===== config.mk =====
export PLATFORM = sky130hd
export DESIGN_NAME = multi_wave_lfo_chunked_unit
export DESIGN_NICKNAME = d
export VERILOG_FILES = /design/src/hw/rtl/mwlfo_pkg.sv /design/src/hw/rtl/multi_wave_lfo_chunked_unit.sv
export SDC_FILE = /design/constraint.sdc
export NUM_CORES = 2
export LEC_CHECK = 0
export BUFFER_PORTS_ARGS = -buffer_cell sky130_fd_sc_hd__buf_2
export CAP_MARGIN = 20
export CORE_UTILIZATION = 65
export CTS_BUF_LIST = sky130_fd_sc_hd__clkbuf_4
export DETAILED_ROUTE_END_ITERATION = 12
export GPL_TIMING_DRIVEN = 0
export PLACE_DENSITY_LB_ADDON = 0.2
export SYNTH_ARGS = -nofsm -noshare
export SYNTH_HDL_FRONTEND = slang
export SYNTH_SLANG_ARGS = --single-unit

===== constraint.sdc =====
create_clock -name i_clk -period 11.5 [get_ports i_clk]
set_input_delay 0.575 -clock i_clk [delete_from_list [all_inputs] [get_ports i_clk]]
set_output_delay 0.575 -clock i_clk [all_outputs]
set_load 0.005 [all_outputs]

===== src/hw/rtl/mwlfo_pkg.sv =====
// Package for the multi-wave low frequency oscillator.
// Holds the fixed-point formats, channel indexes, register addresses and sequencer states.
// No dependencies.
package mwlfo_pkg;

    localparam int F          = 16;
    localparam int W          = F + 2;
    localparam int WIDE_W     = W + 4;
    localparam int OPB_W      = W + 2;
    localparam int PROD_W     = W + OPB_W;
    localparam int MAX_CHUNK  = 24;
    localparam int LEN_W      = 5;
    localparam int NCH        = 5;
    localparam int CH_W       = 3;
    localparam int DIV_W      = W;
    localparam int CNT_W      = $clog2(DIV_W);
    localparam int STEP_W     = 16;
    localparam int SEED_W     = 32;
    localparam int DATA_W     = 32;
    localparam int ADDR_W     = 3;
    localparam int IN_TDATA_W = 8;
    localparam int NOUT       = 6;
    localparam int OUT_TDATA_W = ((NOUT * W + 7) / 8) * 8;

    typedef logic signed [W-1:0] t_val;

    localparam t_val VAL_ONE = t_val'(1 << F);
    localparam t_val VAL_MAX = t_val'((1 << (W - 1)) - 1);
    localparam t_val VAL_MIN = t_val'(1 << (W - 1));

    localparam logic [SEED_W-1:0] LFSR_MASK = 32'h8020_0003;

    localparam logic [CH_W-1:0] CH_SINE = 3'd0;
    localparam logic [CH_W-1:0] CH_SAW  = 3'd1;
    localparam logic [CH_W-1:0] CH_HELD = 3'd2;
    localparam logic [CH_W-1:0] CH_TRI  = 3'd3;
    localparam logic [CH_W-1:0] CH_SQR  = 3'd4;

    localparam logic REG_TRI_STEP = 1'b0;
    localparam logic REG_SEED     = 1'b1;

    localparam logic [1:0] QUAD_0 = 2'd0;
    localparam logic [1:0] QUAD_1 = 2'd1;
    localparam logic [1:0] QUAD_2 = 2'd2;
    localparam logic [1:0] QUAD_3 = 2'd3;

    typedef enum logic [2:0] {
        ST_IDLE,
        ST_CTRL,
        ST_SINE,
        ST_DLOAD,
        ST_DRUN,
        ST_EMIT
    } t_state;

    function automatic t_val sat_val(input logic signed [WIDE_W-1:0] v);
        logic in_range;
        in_range = (&v[WIDE_W-1:W-1]) || !(|v[WIDE_W-1:W-1]);
        if (in_range) begin
            sat_val = v[W-1:0];
        end else if (v[WIDE_W-1]) begin
            sat_val = VAL_MIN;
        end else begin
            sat_val = VAL_MAX;
        end
    endfunction

    function automatic t_val neg_sat(input t_val v);
        if (v == VAL_MIN) begin
            neg_sat = VAL_MAX;
        end else begin
            neg_sat = -v;
        end
    endfunction

endpackage


===== src/hw/rtl/multi_wave_lfo_chunked_unit.sv =====
// Top level of the multi-wave low frequency oscillator with chunked control.
// Depends on mwlfo_pkg; holds the control step, the shared divider and the output stage.
//
// Each transfer on the slave stream is one control chunk; the block runs one control step
// and then sends chunk_length interpolated samples (clamped to 1..24), one per cycle while
// the master side accepts them. From its transfer to its last sample a chunk passes through
// the control step (ST_CTRL) and its multiplier (ST_SINE), then one shared restoring divider
// that runs once for each of the five interpolated channels (ST_DLOAD, ST_DRUN). The slave side
// is not ready from the transfer until the last sample is loaded into the output register.
module multi_wave_lfo_chunked_unit (
    input  logic                                i_clk,
    input  logic                                i_rst_n,
    input  logic                                psel,
    input  logic                                penable,
    input  logic                                pwrite,
    input  logic [mwlfo_pkg::ADDR_W-1:0]        paddr,
    input  logic [mwlfo_pkg::DATA_W-1:0]        pwdata,
    output logic [mwlfo_pkg::DATA_W-1:0]        prdata,
    output logic                                pready,
    input  logic                                s_axis_tvalid,
    output logic                                s_axis_tready,
    // Bit 0 reset_gate, bits 5:1 chunk_length, bits 7:6 zero.
    input  logic [mwlfo_pkg::IN_TDATA_W-1:0]    s_axis_tdata,
    output logic                                m_axis_tvalid,
    input  logic                                m_axis_tready,
    // From bit 0: sine_out, triangle_out, saw_up_out, saw_down_out, square_out,
    // held_out (18 bits each), then four zero bits.
    output logic [mwlfo_pkg::OUT_TDATA_W-1:0]   m_axis_tdata,
    output logic                                m_axis_tlast
);
    import mwlfo_pkg::*;

    t_state                 r_state, n_state;
    logic [STEP_W-1:0]      r_tri_step;
    logic [SEED_W-1:0]      r_seed;
    logic [SEED_W-1:0]      r_lfsr;
    logic                   r_armed;
    t_val                   r_phase;
    t_val                   r_step;
    logic [1:0]             r_quad;
    t_val                   r_square;
    t_val                   r_saw;
    t_val                   r_sine;
    t_val                   r_held;
    t_val                   r_smooth [NCH];
    logic                   r_gate;
    logic [LEN_W-1:0]       r_len;
    logic signed [PROD_W-1:0] r_prod;
    logic [CH_W-1:0]        r_ch;
    logic [DIV_W-1:0]       r_dq;
    logic [LEN_W-1:0]       r_drem;
    logic [CNT_W-1:0]       r_dcnt;
    logic [DIV_W-1:0]       r_q0 [NCH];
    logic [LEN_W-1:0]       r_r0 [NCH];
    logic                   r_neg [NCH];
    logic [DIV_W-1:0]       r_acc_q [NCH];
    logic [LEN_W-1:0]       r_acc_r [NCH];
    logic [LEN_W-1:0]       r_frame;
    logic                   r_ovalid;
    logic                   r_olast;
    t_val                   r_out [NOUT];

    logic                   w_cfg_wr;
    logic                   w_accept;
    logic                   w_emit_load;
    logic                   w_div_last;
    logic                   w_frame_last;
    logic                   w_in_gate;
    logic [LEN_W-1:0]       w_in_len;
    logic [LEN_W-1:0]       w_len_clamped;

    // Control step.
    t_val                   w_dt0, w_dsa;
    logic                   w_restart;
    t_val                   w_ph0, w_st0, w_sq0, w_saw0;
    logic [1:0]             w_q0;
    t_val                   w_st1, w_sq1, w_saw1;
    logic [1:0]             w_q1;
    logic                   w_draw;
    logic [SEED_W-1:0]      w_lfsr_s, w_lfsr_nxt;
    t_val                   w_held_draw;
    logic signed [OPB_W-1:0] w_opb;
    logic signed [PROD_W-1:0] w_prod;
    t_val                   w_saw_new, w_phase_new, w_step_new;

    // Divider.
    t_val                   w_tgt [NCH];
    logic signed [W:0]      w_diff;
    logic [W:0]             w_mag;
    logic [LEN_W:0]         w_dtrial;
    logic                   w_dge;
    logic [LEN_W:0]         w_drem_n;

    // Interpolation lanes.
    logic [LEN_W:0]         w_rs [NCH];
    logic                   w_carry [NCH];
    logic [LEN_W-1:0]       w_acc_r_n [NCH];
    logic [DIV_W-1:0]       w_acc_q_n [NCH];
    t_val                   w_v [NCH];

    // Configuration port.
    assign pready   = 1'b1;
    assign w_cfg_wr = psel && penable && pwrite && pready;
    assign prdata   = (paddr[2] == REG_SEED) ? r_seed : {{(DATA_W-STEP_W){1'b0}}, r_tri_step};

    // Input decode.
    assign w_in_gate = s_axis_tdata[0];
    assign w_in_len  = s_axis_tdata[LEN_W:1];
    always_comb begin
        if (w_in_len == '0) begin
            w_len_clamped = LEN_W'(1);
        end else if (w_in_len > LEN_W'(MAX_CHUNK)) begin
            w_len_clamped = LEN_W'(MAX_CHUNK);
        end else begin
            w_len_clamped = w_in_len;
        end
    end

    // Control step datapath.
    assign w_dt0     = t_val'({{(W-STEP_W){1'b0}}, r_tri_step});
    assign w_dsa     = t_val'({{(W-STEP_W+1){1'b0}}, r_tri_step[STEP_W-1:1]});
    assign w_restart = !r_armed && r_gate;
    assign w_ph0     = w_restart ? t_val'(0) : r_phase;
    assign w_q0      = w_restart ? QUAD_0 : r_quad;
    assign w_st0     = w_restart ? w_dt0 : r_step;
    assign w_sq0     = w_restart ? -VAL_ONE : r_square;
    assign w_saw0    = w_restart ? t_val'(0) : r_saw;

    assign w_lfsr_s   = (r_lfsr == '0) ? SEED_W'(1) : r_lfsr;
    assign w_lfsr_nxt = w_lfsr_s[0] ? ((w_lfsr_s >> 1) ^ LFSR_MASK) : (w_lfsr_s >> 1);
    assign w_held_draw = t_val'({1'b0, w_lfsr_nxt[SEED_W-1:SEED_W-F-1]}) - VAL_ONE;

    always_comb begin
        w_q1   = w_q0;
        w_st1  = w_st0;
        w_sq1  = w_sq0;
        w_saw1 = w_saw0;
        w_draw = 1'b0;
        if (w_ph0 >= VAL_ONE) begin
            w_q1  = QUAD_1;
            w_st1 = -w_dt0;
        end else if (w_ph0 <= -VAL_ONE) begin
            w_q1  = QUAD_3;
            w_st1 = w_dt0;
        end else if (w_q0 == QUAD_1 && w_ph0 < 0) begin
            w_q1   = QUAD_2;
            w_sq1  = VAL_ONE;
            w_draw = 1'b1;
        end else if (w_q0 == QUAD_3 && w_ph0 > 0) begin
            w_q1   = QUAD_0;
            w_sq1  = -VAL_ONE;
            w_draw = 1'b1;
            w_saw1 = -VAL_ONE;
        end
    end

    always_comb begin
        if (w_q1 == QUAD_0 || w_q1 == QUAD_1) begin
            w_opb = OPB_W'(VAL_ONE) + OPB_W'(VAL_ONE) - OPB_W'(w_ph0);
        end else begin
            w_opb = OPB_W'(VAL_ONE) + OPB_W'(VAL_ONE) + OPB_W'(w_ph0);
        end
    end
    assign w_prod      = PROD_W'(w_ph0) * PROD_W'(w_opb);
    assign w_saw_new   = sat_val(WIDE_W'(w_saw1) + WIDE_W'(w_dsa));
    assign w_phase_new = sat_val(WIDE_W'(w_ph0) + WIDE_W'(w_st1));
    assign w_step_new  = (w_q1 == QUAD_1 || w_q1 == QUAD_2) ? -w_dt0 : w_dt0;

    // Targets of the interpolation, in channel order.
    always_comb begin
        w_tgt[CH_SINE] = r_sine;
        w_tgt[CH_SAW]  = r_saw;
        w_tgt[CH_HELD] = r_held;
        w_tgt[CH_TRI]  = r_phase;
        w_tgt[CH_SQR]  = r_square;
    end

    // Shared divider: magnitude of the step over the chunk length.
    assign w_diff    = (W+1)'(w_tgt[r_ch]) - (W+1)'(r_smooth[r_ch]);
    assign w_mag     = w_diff[W] ? (W+1)'(-w_diff) : w_diff;
    assign w_dtrial  = {r_drem, r_dq[DIV_W-1]};
    assign w_dge     = w_dtrial >= {1'b0, r_len};
    assign w_drem_n  = w_dge ? (w_dtrial - {1'b0, r_len}) : w_dtrial;
    assign w_div_last = (r_dcnt == CNT_W'(DIV_W - 1));

    // Interpolation lanes.
    always_comb begin
        for (int j = 0; j < NCH; j++) begin
            w_rs[j]      = {1'b0, r_acc_r[j]} + {1'b0, r_r0[j]};
            w_carry[j]   = w_rs[j] >= {1'b0, r_len};
            w_acc_r_n[j] = w_carry[j] ? LEN_W'(w_rs[j] - {1'b0, r_len}) : w_rs[j][LEN_W-1:0];
            w_acc_q_n[j] = r_acc_q[j] + r_q0[j] + DIV_W'(w_carry[j]);
            if (r_neg[j]) begin
                w_v[j] = t_val'((W+1)'(r_smooth[j]) - (W+1)'({1'b0, w_acc_q_n[j]}));
            end else begin
                w_v[j] = t_val'((W+1)'(r_smooth[j]) + (W+1)'({1'b0, w_acc_q_n[j]}));
            end
        end
    end

    assign w_frame_last = ((r_frame + LEN_W'(1)) == r_len);

    // Sequencer: next state.
    always_comb begin
        n_state = r_state;
        unique case (r_state)
            ST_IDLE: begin
                if (s_axis_tvalid) begin
                    n_state = ST_CTRL;
                end
            end
            ST_CTRL:  n_state = ST_SINE;
            ST_SINE:  n_state = ST_DLOAD;
            ST_DLOAD: n_state = ST_DRUN;
            ST_DRUN: begin
                if (w_div_last) begin
                    n_state = (r_ch == CH_W'(NCH - 1)) ? ST_EMIT : ST_DLOAD;
                end
            end
            ST_EMIT: begin
                if (w_emit_load && w_frame_last) begin
                    n_state = ST_IDLE;
                end
            end
            default:  n_state = ST_IDLE;
        endcase
    end

    // Sequencer: outputs.
    always_comb begin
        s_axis_tready = 1'b0;
        w_emit_load   = 1'b0;
        unique case (r_state)
            ST_IDLE: s_axis_tready = 1'b1;
            ST_EMIT: w_emit_load   = !r_ovalid || m_axis_tready;
            default: begin
                s_axis_tready = 1'b0;
                w_emit_load   = 1'b0;
            end
        endcase
    end
    assign w_accept = s_axis_tvalid && s_axis_tready;

    always_ff @(posedge i_clk) begin
        if (!i_rst_n) begin
            r_state <= ST_IDLE;
        end else begin
            r_state <= n_state;
        end
    end

    // Configuration and oscillator state.
    always_ff @(posedge i_clk) begin
        if (!i_rst_n) begin
            r_tri_step <= STEP_W'(655);
            r_seed     <= SEED_W'(1);
            r_lfsr     <= SEED_W'(1);
            r_armed    <= 1'b0;
            r_phase    <= '0;
            r_step     <= t_val'(655);
            r_quad     <= QUAD_0;
            r_square   <= '0;
            r_saw      <= -VAL_ONE;
            r_sine     <= '0;
            r_held     <= '0;
            for (int j = 0; j < NCH; j++) begin
                r_smooth[j] <= '0;
            end
        end else begin
            if (w_cfg_wr) begin
                if (paddr[2] == REG_SEED) begin
                    r_seed <= pwdata;
                    r_lfsr <= pwdata;
                end else begin
                    r_tri_step <= pwdata[STEP_W-1:0];
                end
            end else if (r_state == ST_CTRL && w_draw) begin
                r_lfsr <= w_lfsr_nxt;
            end
            if (r_state == ST_CTRL) begin
                r_armed  <= r_gate;
                r_quad   <= w_q1;
                r_square <= w_sq1;
                r_saw    <= w_saw_new;
                r_phase  <= w_phase_new;
                r_step   <= w_step_new;
                if (w_draw) begin
                    r_held <= w_held_draw;
                end
            end
            if (r_state == ST_SINE) begin
                r_sine <= sat_val(r_prod[PROD_W-1:F]);
            end
            if (w_emit_load && w_frame_last) begin
                for (int j = 0; j < NCH; j++) begin
                    r_smooth[j] <= w_tgt[j];
                end
            end
        end
    end

    // Chunk, divider and lane registers.
    always_ff @(posedge i_clk) begin
        if (w_accept) begin
            r_gate <= w_in_gate;
            r_len  <= w_len_clamped;
        end
        if (r_state == ST_CTRL) begin
            r_prod <= w_prod;
        end
        if (r_state == ST_SINE) begin
            r_ch <= CH_SINE;
        end
        if (r_state == ST_DLOAD) begin
            r_dq         <= w_mag[DIV_W-1:0];
            r_drem       <= '0;
            r_dcnt       <= '0;
            r_neg[r_ch]  <= w_diff[W];
        end
        if (r_state == ST_DRUN) begin
            r_dq   <= {r_dq[DIV_W-2:0], w_dge};
            r_drem <= w_drem_n[LEN_W-1:0];
            r_dcnt <= r_dcnt + CNT_W'(1);
            if (w_div_last) begin
                r_q0[r_ch] <= {r_dq[DIV_W-2:0], w_dge};
                r_r0[r_ch] <= w_drem_n[LEN_W-1:0];
                r_ch       <= r_ch + CH_W'(1);
                r_frame    <= '0;
                for (int j = 0; j < NCH; j++) begin
                    r_acc_q[j] <= '0;
                    r_acc_r[j] <= '0;
                end
            end
        end
        if (w_emit_load) begin
            r_frame <= r_frame + LEN_W'(1);
            for (int j = 0; j < NCH; j++) begin
                r_acc_q[j] <= w_acc_q_n[j];
                r_acc_r[j] <= w_acc_r_n[j];
            end
            r_out[0] <= w_v[CH_SINE];
            r_out[1] <= w_v[CH_TRI];
            r_out[2] <= w_v[CH_SAW];
            r_out[3] <= neg_sat(w_v[CH_SAW]);
            r_out[4] <= neg_sat(w_v[CH_SQR]);
            r_out[5] <= w_v[CH_HELD];
            r_olast  <= w_frame_last;
        end
    end

    // Output register.
    always_ff @(posedge i_clk) begin
        if (!i_rst_n) begin
            r_ovalid <= 1'b0;
        end else if (w_emit_load) begin
            r_ovalid <= 1'b1;
        end else if (m_axis_tready) begin
            r_ovalid <= 1'b0;
        end
    end

    assign m_axis_tvalid = r_ovalid;
    assign m_axis_tlast  = r_olast;
    assign m_axis_tdata  = {{(OUT_TDATA_W - NOUT*W){1'b0}},
                            r_out[5], r_out[4], r_out[3], r_out[2], r_out[1], r_out[0]};

endmodule


==> results.md <==
- The maximum clock insertion buffer count is 3.
- The TritonCTS clock tree is built.
- The maximum number of pins on one net before global-route repair is 75.
- For this configuration, the core starts out at a cell density of 65.8%.
- Data on the critical path arrives at its endpoint at 11.69 ns.
- Averaged over all synthesized cells, the footprint is about 9.6 sq um.
- The proportion of register bits with asynchronous set or reset after synthesis is 0%.
- The final critical path takes up between 90% and 100% of the cycle.
- The worst hold path passes through 4 cells.
- The first-pass detailed-route iteration total is 11.
- The power density relative to cell area is 142 nW/um^2.
- The H-tree level count is 4.
- In this run the clock root is driven by a clkbuf_4.
- The standard cell core area is 80700 sq um.
- The max-slew violation count is 0.
- The die is 288 microns wide.
- The final weighted congestion of routability-driven global placement is 1.01.
- The number of maximum-capacitance constraint violations is 0.
- The register bit count reported by yosys is between 600 and 700.
- The clock input transition at the sequential cells of the worst setup and hold paths is 0.07 ns.
- The least setup slack across all paths after layout is 0.537 ns.
- The delay of the slowest cell on the worst path is 0.83 ns.
- The minimum setup slack after placement is -1.67 ns.
- The number of cells on the worst reg-to-reg path is 39.
- The top achievable clock speed is 0.0912 GHz.
- The proportion of netlist area held by the largest area contributor is 28.0%.
- The die outline area is 82800 sq um.
- The netlist area before placement is about 53000 sq um.
- The number of antenna violations at the first check in global routing is 4.
- Relative to the synthesized area, the layout overhead comes to 10.7%.
- After synthesis, the cell types taking the most area are edfxtp_1 28%, fa_1 11%, ha_1 9.8%.
- The number of nets in the final layout is roughly 6800.
- The average vias per placed instance is 6.13.
- The most numerous cell type found on the critical path is fa_1.
- Summed over all cells, the static leakage comes to 25.5 nW.
- The nature of the critical path endpoint is a flop.
- The final setup violation count is 0.
- The vertical die dimension is 288 microns.
- The detail-routed net length per standard cell is 21.4 microns.
- The most instantiated library cell after synthesis is nor2_1.
- The sequential cells in the finished layout cover a total of about 19000 sq um.
- The multi-input combinational cells in the finished layout cover a total of ~32000 sq um.
- The first global-routing pass estimated 237 mm of wire.
- After synthesis, the most frequently instantiated cells are 624 x nor2_1, 540 x nand2_1, 494 x edfxtp_1, 484 x inv_1, 417 x ha_1.
- The number of sinks handled by clock tree synthesis is approximately 690.
- The path category of the worst min-delay check is primary input to flop.
- The post-layout minimum cycle time is roughly 11 ns.
- Summing all placed instances gives a cell area of 55700 sq um.
- The remaining antenna violation count after routing is 0.
- The worst path required time is 12.23 ns.
- Wires add up to about 150 mm.
- The Yosys step of the flow raised 0 warnings.
- The post-synthesis sequential area ratio is 35.4%.
- The wire-length estimate of the detail-placed layout is around 120 mm.
- The number of global-route vias before repair is ~43000.
- The leading area contributor after synthesis is edfxtp_1.
- Counting the buffers created by CTS gives 179.
- The clock insertion delay at the later pin of the skew report is 1.06 ns.
- Among all flip-flop cells after synthesis, the most frequent one is edfxtp_1.
- Setup repair after global routing left no endpoint under its margin.
- The count of input and output buffers is 188.
- Pin placement for this block handled 198 I/O pins.
- The type of the setup path with the least slack is flop to flop.
- After detailed placement, the design holds a cell count of 6820.
- The run finished, with violations left.
- VDD sags by at most ~0.26 mV.
- The final-layout fill cell count is 6060.
- The number of core rows is 104.
- After routing the design area is between 50000 and 60000 sq um.
- At the pin with the least slew margin, the transition time is between 1 and 1.5 ns.
- In this run, the number of DRC markers left after iteration 0 of detailed routing was 4302.
- In the global route stage, overall resource usage came out at between 30% and 40%.
- Between clock sinks in the finished design, the worst skew comes to 0.104 ns.
- The detailed-route DRC error count is 28.
- STA classifies the critical path startpoint as a flop.
- The checks that failed: design-rule violations.
- The number of distinct library cells after synthesis is around 100.
- The synthesized instance count is approximately 5500.
- Along the worst path, the maximum fanout reaches 11.
- Of the cells placed in the final design, the portion with a size suffix greater than 1 is 11.2%.
- The worst pin sits at a relative slew slack of 22.6%.
- The largest individual stage delay along the critical path comes from the cell xnor2_1.
- The count of placed standard cells in the final layout, fillers left out is 7199.
- The number of flops mapped to enable cells by yosys is 494.
- After routing, the total negative slack on setup checks comes to 0 ns.
- The total vias in the final route is 44100.
- The remaining global-route overflow is 0.
- The number of hold-slack violations in the final timing report was 0.
logic make-up after synthesis:
logic type	synth area share, %
AO/OA/AOI/OAI	13.1
XOR/XNOR	6.35
adder cells (fa/ha/maj)	21.2
buffers and inverters	5.17
flip-flops	35.4
multiplexers	2.30
other	0.0142
AND/OR/NAND/NOR	16.5
path summary, 6_finish.rpt:
kind / startpoint / to / slack, ns
setup / recovery: r_armed$_SDFFE_PN0P_ / r_prod[37]$_DFFE_PP_ / 0.54
hold / removal: penable / r_lfsr[4]$_SDFFE_PN0P_ / 0.19
setup reg to reg: r_armed$_SDFFE_PN0P_ / r_prod[37]$_DFFE_PP_ / 0.54
hold reg to reg: r_lfsr[28]$_SDFFE_PN0P_ / r_lfsr[27]$_SDFFE_PN0P_ / 0.45
placed cells by master (no fill, tap or decap), drive strengths merged, types with 46 or more instances in the layout:
master / count
inv: 493
clkbuf: 459
a21oi: 331
ha: 417
nor3: 92
nand3: 66
edfxtp: 494
clkinv: 65
and3: 135
dfxtp: 197
o21ai: 212
xnor2: 209
a31oi: 62
nor2: 625
nor2b: 55
and2: 115
nand2b: 46
mux2i: 49
or3: 50
buf: 240
fa: 300
o21a: 52
a21o: 73
xor2: 165
nand2: 544
layer usage:
metal / global-route usage, % / part of all wire [%] / up-vias
met5: 0 / 0.0058 / -
met4: 21.2 / 6.2 / 2
met3: 7.12 / 9.4 / 515
met2: 60.3 / 46 / 2254
met1: 47.2 / 38 / 21000
li1: - / - / 20300
through the flow:
step	power, W	utilization [%]	hold WS (ns)
floorplan	0.00506	-	0.432
global placement	0.00598	68.7	0.437
detailed placement	0.00607	69.1	0.444
CTS	0.00828	72.6	0.116
global route	0.00881	72.8	0.208
finish	0.00836	72.8	0.193
cell type report:
cell class	count	share of cell area (%)
multi-input combinational	4137	54.1
sequential	691	32.0
clock buffer	260	3.32
inverter	493	3.16
timing repair buffer	261	2.93
tap	1060	2.26
buffer	221	1.53
clock inverter	69	0.663
antenna	7	0.0298
critical path: cells and delay by family (launching register included):
family | cells | cell delay [ns]
flip-flops | 1 | 0.32
buffers and inverters | 9 | 1.52
XOR/XNOR | 2 | 0.95
adder cells (fa/ha/maj) | 9 | 3.84
AO/OA/AOI/OAI | 10 | 2.08
AND/OR/NAND/NOR | 9 | 2.00
registers in the layout, summed over array words and instances, names as in the netlist, 16 cells and up:
register    flops
r_r0           25
r_held         17
r_acc_r        25
r_seed         32
r_saw          18
r_dq           18
r_sine         18
r_q0           90
r_smooth       89
r_out         108
r_prod         22
r_phase        18
r_acc_q        90
r_step         18
r_square       18
r_tri_step     16
r_lfsr         32
power by group:
group          internal, W  switching (W)
combinational      0.00115        0.00203
sequential         0.00287       0.000138
clock              0.00108        0.00109
repair_timing:
action                                  4_1_cts  5_1_grt
endpoints found under the setup margin       19       17
gates resized for setup                      17       26
hold buffers                                 43        0
hold endpoints to repair                     88        0
pin swaps                                     1        1
setup buffers                                 1        0
No activity file was read; power rests on OpenSTA's default activity.
